--- config.mk ---
export PLATFORM = sky130hd
export DESIGN_NAME = modbus_rtu_request_framer_unit
export DESIGN_NICKNAME = d
export VERILOG_FILES = /design/src/design/mrrf_pkg.sv /design/src/design/modbus_rtu_request_framer_unit.sv
export SDC_FILE = /design/constraint.sdc
export NUM_CORES = 1
export LEC_CHECK = 0
export ABC_CLOCK_PERIOD_IN_PS = 4050
export BUFFER_PORTS_ARGS = -buffer_cell sky130_fd_sc_hd__buf_2
export CAP_MARGIN = 20
export CORE_ASPECT_RATIO = 1.4
export CORE_MARGIN = 8
export CORE_UTILIZATION = 52
export CTS_CLUSTER_DIAMETER = 40
export DETAILED_ROUTE_END_ITERATION = 8
export GPL_TIMING_DRIVEN = 0
export PLACE_DENSITY = 0.76
export SYNTH_ARGS = -nofsm -noshare
export SYNTH_HDL_FRONTEND = slang
export SYNTH_SLANG_ARGS = --single-unit
--- constraint.sdc ---
create_clock -name clk -period 4.05 [get_ports clk]
set_input_delay 0 -clock clk [delete_from_list [all_inputs] [get_ports clk]]
set_output_delay 0 -clock clk [all_outputs]
set_load 0.05 [all_outputs]
--- src/design/mrrf_pkg.sv ---
// types, constants and the crc step for the modbus rtu request framer
// no dependencies
package mrrf_pkg;

    localparam int MAX_REGS   = 123;
    localparam int READ_MAX   = 125;
    localparam int IN_DATA_W  = 40;
    localparam int KIND_W     = 2;
    localparam int STATUS_W   = 2;
    localparam int COUNT_W    = 7;
    localparam int LEFT_W     = 8;
    localparam int IDX_W      = 3;

    localparam logic [7:0]  FN_READ  = 8'h03;
    localparam logic [7:0]  FN_WRITE = 8'h10;
    localparam logic [15:0] CRC_INIT = 16'hFFFF;
    localparam logic [15:0] CRC_POLY = 16'hA001;

    typedef enum logic [KIND_W-1:0] {
        KIND_READ       = 2'd0,
        KIND_WRITE_HDR  = 2'd1,
        KIND_WRITE_DATA = 2'd2
    } kind_t;

    typedef enum logic [STATUS_W-1:0] {
        STAT_OK           = 2'd0,
        STAT_BAD_COUNT    = 2'd1,
        STAT_OUT_OF_PHASE = 2'd2
    } status_t;

    typedef enum logic [1:0] {
        MODE_STATUS = 2'd0,
        MODE_READ   = 2'd1,
        MODE_HDR    = 2'd2,
        MODE_DATA   = 2'd3
    } mode_t;

    // one byte of crc-16/modbus, lsb first
    function automatic logic [15:0] crc_byte(input logic [15:0] crc, input logic [7:0] b);
        logic [15:0] c;
        c = crc ^ {8'h00, b};
        for (int i = 0; i < 8; i++)
        begin
            c = c[0] ? ((c >> 1) ^ CRC_POLY) : (c >> 1);
        end
        return c;
    endfunction

endpackage

--- src/design/modbus_rtu_request_framer_unit.sv ---
// modbus rtu request framer: items in, frame bytes with crc out
// depends on mrrf_pkg
//
// usage
// - input channel s_*: one request word per handshake. s_tuser is the kind
//   (read request, write header, write data byte), s_tdata the other fields.
// - output channel m_*: one frame byte per word, tlast on the final crc byte,
//   tuser carries the status; a status word has tdata zero.
// - a read request gives 8 bytes, a write header 7, a data byte 1 (3 for the
//   last one of the payload, which adds the crc), an error a single word.
// - the work register emits one byte per cycle into the output register while
//   the output is not stalled; the next item is taken in the cycle its
//   predecessor's last byte leaves, so items run back to back.
// - an accepted item is registered in the work register, and its bytes then pass to the output register.
// - the crc advances one byte per cycle alongside the emitted header and data bytes while the output is not stalled.
// - when m_tready is low the output word holds, the work register stalls and
//   s_tready drops once the current item cannot finish.
// - reset clears the pending write phase and sets the running crc to all ones.
module modbus_rtu_request_framer_unit
    import mrrf_pkg::*;
(
    input  logic                 clk,
    input  logic                 rst_n,
    input  logic                 s_tvalid,
    output logic                 s_tready,
    // [7:0] slave_address, [23:8] register_address, [30:24] register_count,
    // [38:31] data_byte, [39] zero
    input  logic [IN_DATA_W-1:0] s_tdata,
    // [1:0] kind
    input  logic [KIND_W-1:0]    s_tuser,
    output logic                 m_tvalid,
    input  logic                 m_tready,
    // [7:0] out_byte
    output logic [7:0]           m_tdata,
    output logic                 m_tlast,
    // [1:0] status
    output logic [STATUS_W-1:0]  m_tuser
);

    // input fields
    logic [7:0]         in_addr;
    logic [15:0]        in_reg;
    logic [COUNT_W-1:0] in_count;
    logic [7:0]         in_data;

    assign in_addr  = s_tdata[7:0];
    assign in_reg   = s_tdata[23:8];
    assign in_count = s_tdata[30:24];
    assign in_data  = s_tdata[38:31];

    // state
    logic [LEFT_W-1:0]  payload_left_reg, payload_left_next;
    logic [15:0]        crc_reg, crc_next;

    // work register
    logic               work_valid_reg;
    mode_t              mode_reg;
    status_t            status_reg;
    logic               finish_reg;
    logic [IDX_W-1:0]   idx_reg;
    logic [7:0]         addr_reg;
    logic [15:0]        regno_reg;
    logic [COUNT_W-1:0] count_reg;
    logic [7:0]         data_reg;

    // output register
    logic               m_tvalid_reg;
    logic [7:0]         m_tdata_reg;
    logic               m_tlast_reg;
    status_t            m_tuser_reg;

    // load decode
    mode_t              ld_mode;
    status_t            ld_status;
    logic               ld_finish;
    logic               count_ok;

    // emission
    logic [7:0]         emit_byte;
    logic               emit_last;
    logic               emit_feed;
    logic               emit_clear;
    logic [IDX_W-1:0]   last_idx;
    logic               emit_ready;
    logic               emit_fire;
    logic               item_done;
    logic               in_fire;

    assign emit_ready = !m_tvalid_reg || m_tready;
    assign emit_fire  = work_valid_reg && emit_ready;
    assign item_done  = emit_fire && (idx_reg == last_idx);
    assign s_tready   = !work_valid_reg || item_done;
    assign in_fire    = s_tvalid && s_tready;

    // classify an incoming item against the pending write phase
    always_comb
    begin
        ld_mode           = MODE_STATUS;
        ld_status         = STAT_OUT_OF_PHASE;
        ld_finish         = 1'b0;
        payload_left_next = payload_left_reg;
        count_ok          = 1'b0;
        unique case (s_tuser) inside
            KIND_WRITE_DATA:
            begin
                if (payload_left_reg != '0)
                begin
                    ld_mode           = MODE_DATA;
                    ld_status         = STAT_OK;
                    ld_finish         = (payload_left_reg == LEFT_W'(1));
                    payload_left_next = payload_left_reg - LEFT_W'(1);
                end
            end
            KIND_READ, KIND_WRITE_HDR:
            begin
                if (s_tuser == KIND_READ)
                    count_ok = (in_count != '0) && (in_count <= COUNT_W'(READ_MAX));
                else
                    count_ok = (in_count != '0) && (in_count <= COUNT_W'(MAX_REGS));
                if (payload_left_reg != '0)
                    ld_status = STAT_OUT_OF_PHASE;
                else if (!count_ok)
                    ld_status = STAT_BAD_COUNT;
                else
                begin
                    ld_status = STAT_OK;
                    if (s_tuser == KIND_READ)
                        ld_mode = MODE_READ;
                    else
                    begin
                        ld_mode           = MODE_HDR;
                        payload_left_next = {in_count, 1'b0};
                    end
                end
            end
            default:
            begin
                ld_status = STAT_OUT_OF_PHASE;
            end
        endcase
    end

    // byte select for the current item and position
    always_comb
    begin
        emit_byte  = 8'h00;
        emit_last  = 1'b0;
        emit_feed  = 1'b0;
        emit_clear = 1'b0;
        last_idx   = '0;
        unique case (mode_reg) inside
            MODE_READ, MODE_HDR:
            begin
                last_idx  = (mode_reg == MODE_READ) ? IDX_W'(7) : IDX_W'(6);
                emit_feed = (idx_reg <= IDX_W'(5)) || (mode_reg == MODE_HDR);
                case (idx_reg)
                    3'd0: emit_byte = addr_reg;
                    3'd1: emit_byte = (mode_reg == MODE_READ) ? FN_READ : FN_WRITE;
                    3'd2: emit_byte = regno_reg[15:8];
                    3'd3: emit_byte = regno_reg[7:0];
                    3'd4: emit_byte = 8'h00;
                    3'd5: emit_byte = {1'b0, count_reg};
                    3'd6: emit_byte = (mode_reg == MODE_READ) ? crc_reg[7:0]
                                                              : {count_reg, 1'b0};
                    default:
                    begin
                        emit_byte  = crc_reg[15:8];
                        emit_last  = 1'b1;
                        emit_clear = 1'b1;
                    end
                endcase
            end
            MODE_DATA:
            begin
                last_idx = finish_reg ? IDX_W'(2) : IDX_W'(0);
                case (idx_reg)
                    3'd0:
                    begin
                        emit_byte = data_reg;
                        emit_feed = 1'b1;
                    end
                    3'd1: emit_byte = crc_reg[7:0];
                    default:
                    begin
                        emit_byte  = crc_reg[15:8];
                        emit_last  = 1'b1;
                        emit_clear = 1'b1;
                    end
                endcase
            end
            default:
            begin
                last_idx = '0;
            end
        endcase
    end

    always_comb
    begin
        crc_next = crc_reg;
        if (emit_fire && emit_feed)
            crc_next = crc_byte(crc_reg, emit_byte);
        else if (emit_fire && emit_clear)
            crc_next = CRC_INIT;
    end

    // control state
    always_ff @(posedge clk or negedge rst_n)
    begin
        if (!rst_n)
        begin
            payload_left_reg <= '0;
            crc_reg          <= CRC_INIT;
            work_valid_reg   <= 1'b0;
            idx_reg          <= '0;
            m_tvalid_reg     <= 1'b0;
        end
        else
        begin
            crc_reg <= crc_next;
            if (in_fire)
                payload_left_reg <= payload_left_next;

            if (in_fire)
            begin
                work_valid_reg <= 1'b1;
                idx_reg        <= '0;
            end
            else if (item_done)
                work_valid_reg <= 1'b0;
            else if (emit_fire)
                idx_reg <= idx_reg + IDX_W'(1);

            if (emit_fire)
                m_tvalid_reg <= 1'b1;
            else if (m_tready)
                m_tvalid_reg <= 1'b0;
        end
    end

    // payload registers
    always_ff @(posedge clk)
    begin
        if (in_fire)
        begin
            mode_reg   <= ld_mode;
            status_reg <= ld_status;
            finish_reg <= ld_finish;
            addr_reg   <= in_addr;
            regno_reg  <= in_reg;
            count_reg  <= in_count;
            data_reg   <= in_data;
        end
        if (emit_fire)
        begin
            m_tdata_reg <= emit_byte;
            m_tlast_reg <= emit_last;
            m_tuser_reg <= (mode_reg == MODE_STATUS) ? status_reg : STAT_OK;
        end
    end

    assign m_tvalid = m_tvalid_reg;
    assign m_tdata  = m_tdata_reg;
    assign m_tlast  = m_tlast_reg;
    assign m_tuser  = m_tuser_reg;

endmodule

======== Word level (Yosys, flattened, before mapping) ========
Cells that the tools add are included.
storage, ports and cells
  bits in registers ....................... 84
  bits of input ports ..................... 46
  output and inout bits ................... 13
  word-level logic and storage cells ...... 122
operators by class
  add/sub/neg operators ................... 2
  $lt $le $gt $ge ......................... 3
  equal/unequal tests ..................... 18
  multiplexer cells ....................... 46
  bitwise operators ....................... 9
  reduce and logical (&&, ||, !) cells .... 29
operators with widths
  kind                 number
  $mux 16              10
  $pmux 8 s7           1
  $pmux 8 s2           3
  $mux 8               5
  $not 2->3            8
  $xor 16x8->16        1
  $le 7x7->1 const B   2
  $mux 2               7
  $mux 1               11
  $reduce_bool 2->1    5
  $eq 3x3->1 const B   3
  $mux 3               3
  $eq 8x1->1 const B   1
  $pmux 2 s2           2
  $reduce_bool 8->1    1
  $sub 8x1->8 const B  1
  $logic_and 1x1->1    7
  $reduce_bool 7->1    1
  $reduce_or 7->1      1
  $eq 2x2->1 const B   3
  $eq 3x2->1 const B   2
  $ne 2x2->1 const B   3
  $pmux 3 s2           1
  $reduce_and 6->1     1
  14 further kinds     24

======== Depth between registers and ports, before layout ========
  word-level depth ........................ 22
  mapped depth ............................ 14
  mapped depth without buffers ............ 11

======== Worst setup path before layout ========
OpenSTA, ideal clock, no wires.
  path kind ............................... register -> register
  start point ............................. reg mode_reg[0]
  end point ............................... reg payload_left_reg[2]
  setup time .............................. 138 ps
  arrival time ............................ 5356 ps
  required time ........................... 3912 ps
  setup slack ............................. -1445 ps
  cell stages (with the launch flop) ...... 15
  buffers on the path ..................... 3
  period minus slack after synthesis ...... 5495 ps
  cell sequence ........................... edfxtp_1 -> inv_1 -> ha_1 -> clkbuf_1 -> a21oi_1 -> nor2_1 -> xnor2_1 -> o41ai_1 -> and2_1 -> clkbuf_1 -> nor2b_1 -> buf_2 -> nand2b_1 -> o22ai_1 -> a21oi_1
between the ends
  longest elaborated chain between the ends .. 8
  elaborated cells between the ends (all ways) .. 11
  classes of those cells .................. eq/ne: 4; mux: 2; reduce/logical: 5
RTL lines
  element                                    line                                                                          text
  from (decl)                                modbus_rtu_request_framer_unit.sv:57                                          mode_t mode_reg;
  from (signal assigned)                     modbus_rtu_request_framer_unit.sv:246                                         mode_reg <= ld_mode;
  $eq 2x1->1 or $eq 2x2->1 (tied branches)   n/a
  $mux 1 or $reduce_or 2->1 (tied branches)  modbus_rtu_request_framer_unit.sv:154, modbus_rtu_request_framer_unit.sv:151
  $pmux 3 s2 (*)                             modbus_rtu_request_framer_unit.sv:151                                         unique case (mode_reg) inside
  $eq 3x3->1 (*)                             modbus_rtu_request_framer_unit.sv:91                                          assign item_done = emit_fire && (idx_reg == last_idx);
  $logic_and 1x1->1 (*)                      modbus_rtu_request_framer_unit.sv:91
  $logic_or 1x1->1 (*)                       modbus_rtu_request_framer_unit.sv:92                                          assign s_tready = !work_valid_reg || item_done;
  via s_tready                               modbus_rtu_request_framer_unit.sv:25                                          output logic s_tready,
  $logic_and 1x1->1 (*)                      modbus_rtu_request_framer_unit.sv:93                                          assign in_fire = s_tvalid && s_tready;
  via in_fire                                modbus_rtu_request_framer_unit.sv:87                                          logic in_fire;
  $reduce_and 6->1 (no line) (*)             n/a
  to (signal assigned)                       modbus_rtu_request_framer_unit.sv:222                                         payload_left_reg <= payload_left_next;
  to (decl)                                  modbus_rtu_request_framer_unit.sv:52                                          logic [LEFT_W-1:0] payload_left_reg, payload_left_next;
Mark *: on every way through the listed nets, which the timed path passes. The rest lies on a longest branch.
A chain may end at the register's enable or synchronous reset.

======== Worst setup path after layout ========
  start point ............................. reg mode_reg[0]
  end point ............................... reg crc_reg[0]
between the ends
  longest elaborated chain between the ends .. 15
  elaborated cells between the ends (all ways) .. 31
  classes of those cells .................. eq/ne: 3; mux: 15; bitwise: 8; reduce/logical: 5
RTL lines
  element                                            line                                                                          text
  $eq 2x1->1                                         modbus_rtu_request_framer_unit.sv:158, modbus_rtu_request_framer_unit.sv:163
  $mux 8 or $mux 5 (tied branches)                   modbus_rtu_request_framer_unit.sv:163, modbus_rtu_request_framer_unit.sv:158
  $pmux 8 s7                                         modbus_rtu_request_framer_unit.sv:156                                         case (idx_reg)
  $pmux 8 s2                                         modbus_rtu_request_framer_unit.sv:151
  $xor 16x8->16                                      mrrf_pkg.sv:41                                                                c = crc ^ {8'h00, b};
  $mux 16 or $not 2->3 (tied branches) (6 in a row)  n/a
  $not 2->3 (no line) or $mux 16 (tied branches)     n/a
  $mux 16 (2 in a row)                               mrrf_pkg.sv:44                                                                c = c[0] ? ((c >> 1) ^ CRC_POLY) : (c >> 1);
  $mux 16                                            modbus_rtu_request_framer_unit.sv:201                                         if (emit_fire && emit_feed)
  to (signal assigned)                               modbus_rtu_request_framer_unit.sv:220                                         crc_reg <= crc_next;
  to (decl)                                          modbus_rtu_request_framer_unit.sv:53                                          logic [15:0] crc_reg, crc_next;
Parallel ways exist; a longest one is shown, timed or not.

==> run_results.csv <==
group,metric,value,unit
outcome,status,"finished, final reports clean",
flow_run,cap_violations,0,
sta,hold_violations,0,
grt,antenna_found_initial,0,
sta,report.final.slew_viol_count,0,
floorplan,chipHeight,124,um
pwr,switchingPower,1.98,mW
sta,clock_skew,0.00809,ns
clock_tree,cts_buffer_depth,2,
detailed_routing,drt-pass1-iter-count,5,
final_layout,seqCellArea,0.00240,mm^2
critical_path,critPathKind,"reg2reg",
synth,synth_edf_count,55,
critical_path,path_cells,"inv_1, ha_1, clkbuf_1, a21boi_1, buf_2, a221oi_1, a311oi_2, xnor2_1, xnor3_1, xnor3_2, xnor2_1, a21oi_1",
critical_path,crit_start,"mode_reg[0]",
pwr,power.internal,3.00,mW
clock_tree,ctsResizeCount,0,
pwr,vdd_drop_max,0.736,mV
synth,seq_area_frac_synth,0.558,
critical_path,max_stage_delay,0.44,ns
clock_tree,path_clk_slew,0.06,ns
hold_path,hold_end,"status_reg[1]",
clock_tree,cts-root-buf,"clkbuf_16",
clock_tree,post_cts_buffers,0,
sta,timing.fmax,0.279,GHz
synth,synth_fp_nets,418,
final_layout,nNetsFinal,531,
final_layout,finalInstanceArea,0.00551,mm^2
critical_path,reg2reg_to,"crc_reg[0]",
synth,synth_commonest_cells,"edfxtp_1, a21oi_1, nor2_1, o21ai_0, dfstp_2",
synth,yosysWarnings,0,
pwr,clkPwrFrac,0.172,
floorplan,start_util,0.531,
grt,grt_pass1_vias,3471,
final_layout,syn_to_final_growth,28.2,%
final_layout,multi_input_area,0.00178,mm^2
sta,tightest_slew,0.934,ns
detailed_routing,dr_total_vias,3389,
grt,grt_usage,0.194,
placement,placed_area,0.00473,mm^2
critical_path,crit_top_cell,"xnor2_1",
grt,grt.overflow.total,0,
placement,hpwl,7480,um
synth,ys_top_cells_by_area,"edfxtp_1, dfstp_2, dfrtp_1",
clock_tree,cts_buffers,9,
synth,synth_seq_cells,84,
floorplan,ioPinCount,59,
sta,whs,0.0621,ns
floorplan,coreArea,0.00810,mm^2
clock_tree,clk_latency,0.34,ns
critical_path,critPathMaxFanout,10,
synth,yosysTopAreaCellShare,0.384,
sta,setup-violations-final,0,
sta,rsz0062_at_grt,"no",
sta,fin_crit,3.59,ns
grt,grt_busiest_layer,"met2",
detailed_routing,wl,10800,um
sta,setup_tns,0,ns
placement,pre_cts_ws,0.194,ns
final_layout,drive_gt1_frac,0.241,
hold_path,hp-class,"in2reg",
clock_tree,cts_htree_levels,3,
synth,synth_cells,359,
sta,setup_ws,0.465,ns
pwr,combPwrFrac,0.535,
floorplan,row_count,39,
final_layout,fillerInstances,626,
sta,relSlewSlack,0.372,
clock_tree,clkSinkCount,84,
synth,synth_area_per_cell,12.0,um^2
detailed_routing,drc,0,
detailed_routing,dr.first_iter.drc_count,313,
critical_path,r2r_start,"mode_reg[0]",
synth,yosysMostFrequentCell,"edfxtp_1",
critical_path,start_kind,"flip-flop",
grt,grtUsageMet1,0.194,
hold_path,whs_path_depth,3,
detailed_routing,wl_per_cell,18.7,um
critical_path,arrival,3.85,ns
pwr,switching_share,0.398,
detailed_routing,routed_via_density,5.84,
grt,grt_use_met3,0.0531,
synth,synth_cell_types,52,
floorplan,die_w,92.8,um
grt,grt_use_met2,0.357,
synth,yosysTopAreaCell,"edfxtp_1",
clock_tree,cts_tree,"done",
detailed_routing,ant_nets,0,
synth,synth_ff_type,"edfxtp_1",
synth,async_reset_ff_frac,0.345,
floorplan,dieArea,0.0115,mm^2
critical_path,worstPathRequired,4.32,ns
pwr,leakage,2.17,nW
grt,grt_max_degree,49,
pwr,seqPwrFrac,0.292,
placement,gp_congestion,0.874,
grt,grt_pass1_wl,17100,um
critical_path,slowest_stage,"a311oi_2",
critical_path,r2r_setup_slack,0.46,ns
critical_path,r2r_cells,12,
synth,syn_area,0.00430,mm^2
placement,io_buffers,57,
hold_path,hp-start,"s_tuser[1]",
sta,period_share,0.885,
pwr,p_per_area,904,mW/mm^2
critical_path,end_kind,"flip-flop",
-- layout make-up --
class / instances / share of cell area
Multi-Input combinational cell: 243 / 0.322
Buffer: 22 / 0.0195
Antenna cell: 1 / 0.000454
Tap cell: 102 / 0.0232
Sequential cell: 84 / 0.435
Clock inverter: 5 / 0.0143
Clock buffer: 11 / 0.0422
Inverter: 10 / 0.00681
Timing Repair Buffer: 102 / 0.136
-- cells by family after synthesis --
group / synth area share
AND/OR/NAND/NOR: 0.100
buffers and inverters: 0.0335
multiplexers: 0.0210
AO/OA/AOI/OAI: 0.187
flip-flops: 0.558
XOR/XNOR: 0.0629
adder cells (fa/ha/maj): 0.0378
-- worst max-delay path by stage --
stage | end | slack [ns] | depth (start not counted)
floorplan | payload_left_reg[5] | 0.32 | 14
global placement | payload_left_reg[4] | 0.33 | 14
detailed placement | payload_left_reg[5] | 0.19 | 14
CTS | payload_left_reg[5] | 0.16 | 14
global route | payload_left_reg[6] | 0.24 | 13
finish | crc_reg[0] | 0.46 | 12
-- placed cells by master (no fill, tap or decap), types with 5 or more instances in the layout --
cell type,Yosys,final
xor2_1,6,6
nor2b_1,5,5
dlygate4sd3_1,0,43
nor3_1,9,9
inv_1,10,10
o22ai_1,7,7
a22o_1,8,8
a32oi_1,6,6
and2_1,10,10
edfxtp_1,55,55
nor2_1,21,21
nand2b_1,6,6
o22a_1,7,7
a21oi_1,29,29
clkbuf_1,10,11
xnor2_1,14,14
nand3_1,9,9
buf_2,10,67
mux2i_1,9,9
dfstp_2,16,16
nand2_1,11,11
clkbuf_16,0,9
o21ai_0,17,17
ha_1,13,13
dfrtp_1,13,13
a22oi_1,12,12
-- per-layer routing --
layer  up-vias  routed length (um)
li1       1590                   -
met1      1643                4010
met2       122                5870
met3        34                 581
met4         0                 378
met5         -                   0
-- power groups by stage --
stage	clock network [mW]	logic, mW	registers, mW
2_1_floorplan	0	1.92	1.60
3_3_place_gp	0	2.51	1.46
3_5_place_dp	0	2.58	1.47
4_1_cts	0.872	2.63	1.46
5_1_grt	0.911	2.88	1.48
6_report	0.858	2.67	1.46
-- stage by stage --
stage	util	power [mW]	std cells
final	0.680	4.98	580
after global routing	0.680	5.27	579
after CTS	0.676	4.96	577
after detailed placement	0.584	4.05	518
after global placement	0.584	3.97	518
after floorplan	-	3.51	359
-- critical path: cells and delay by family (launching register included) --
kind	cells	cell delay, ns
adders and majority gates	1	0.28
xor gates and xnor gates	4	1.05
buffers and inverters	3	0.71
DFF	1	0.40
AOI/OAI and AO/OA	4	1.07
-- timing repair --
item / CTS / global route
setup endpoints to repair: 0 / 0
hold endpoints to repair: 61 / 0
hold buffers: 43 / 0
No activity file was read; power rests on OpenSTA's default activity.
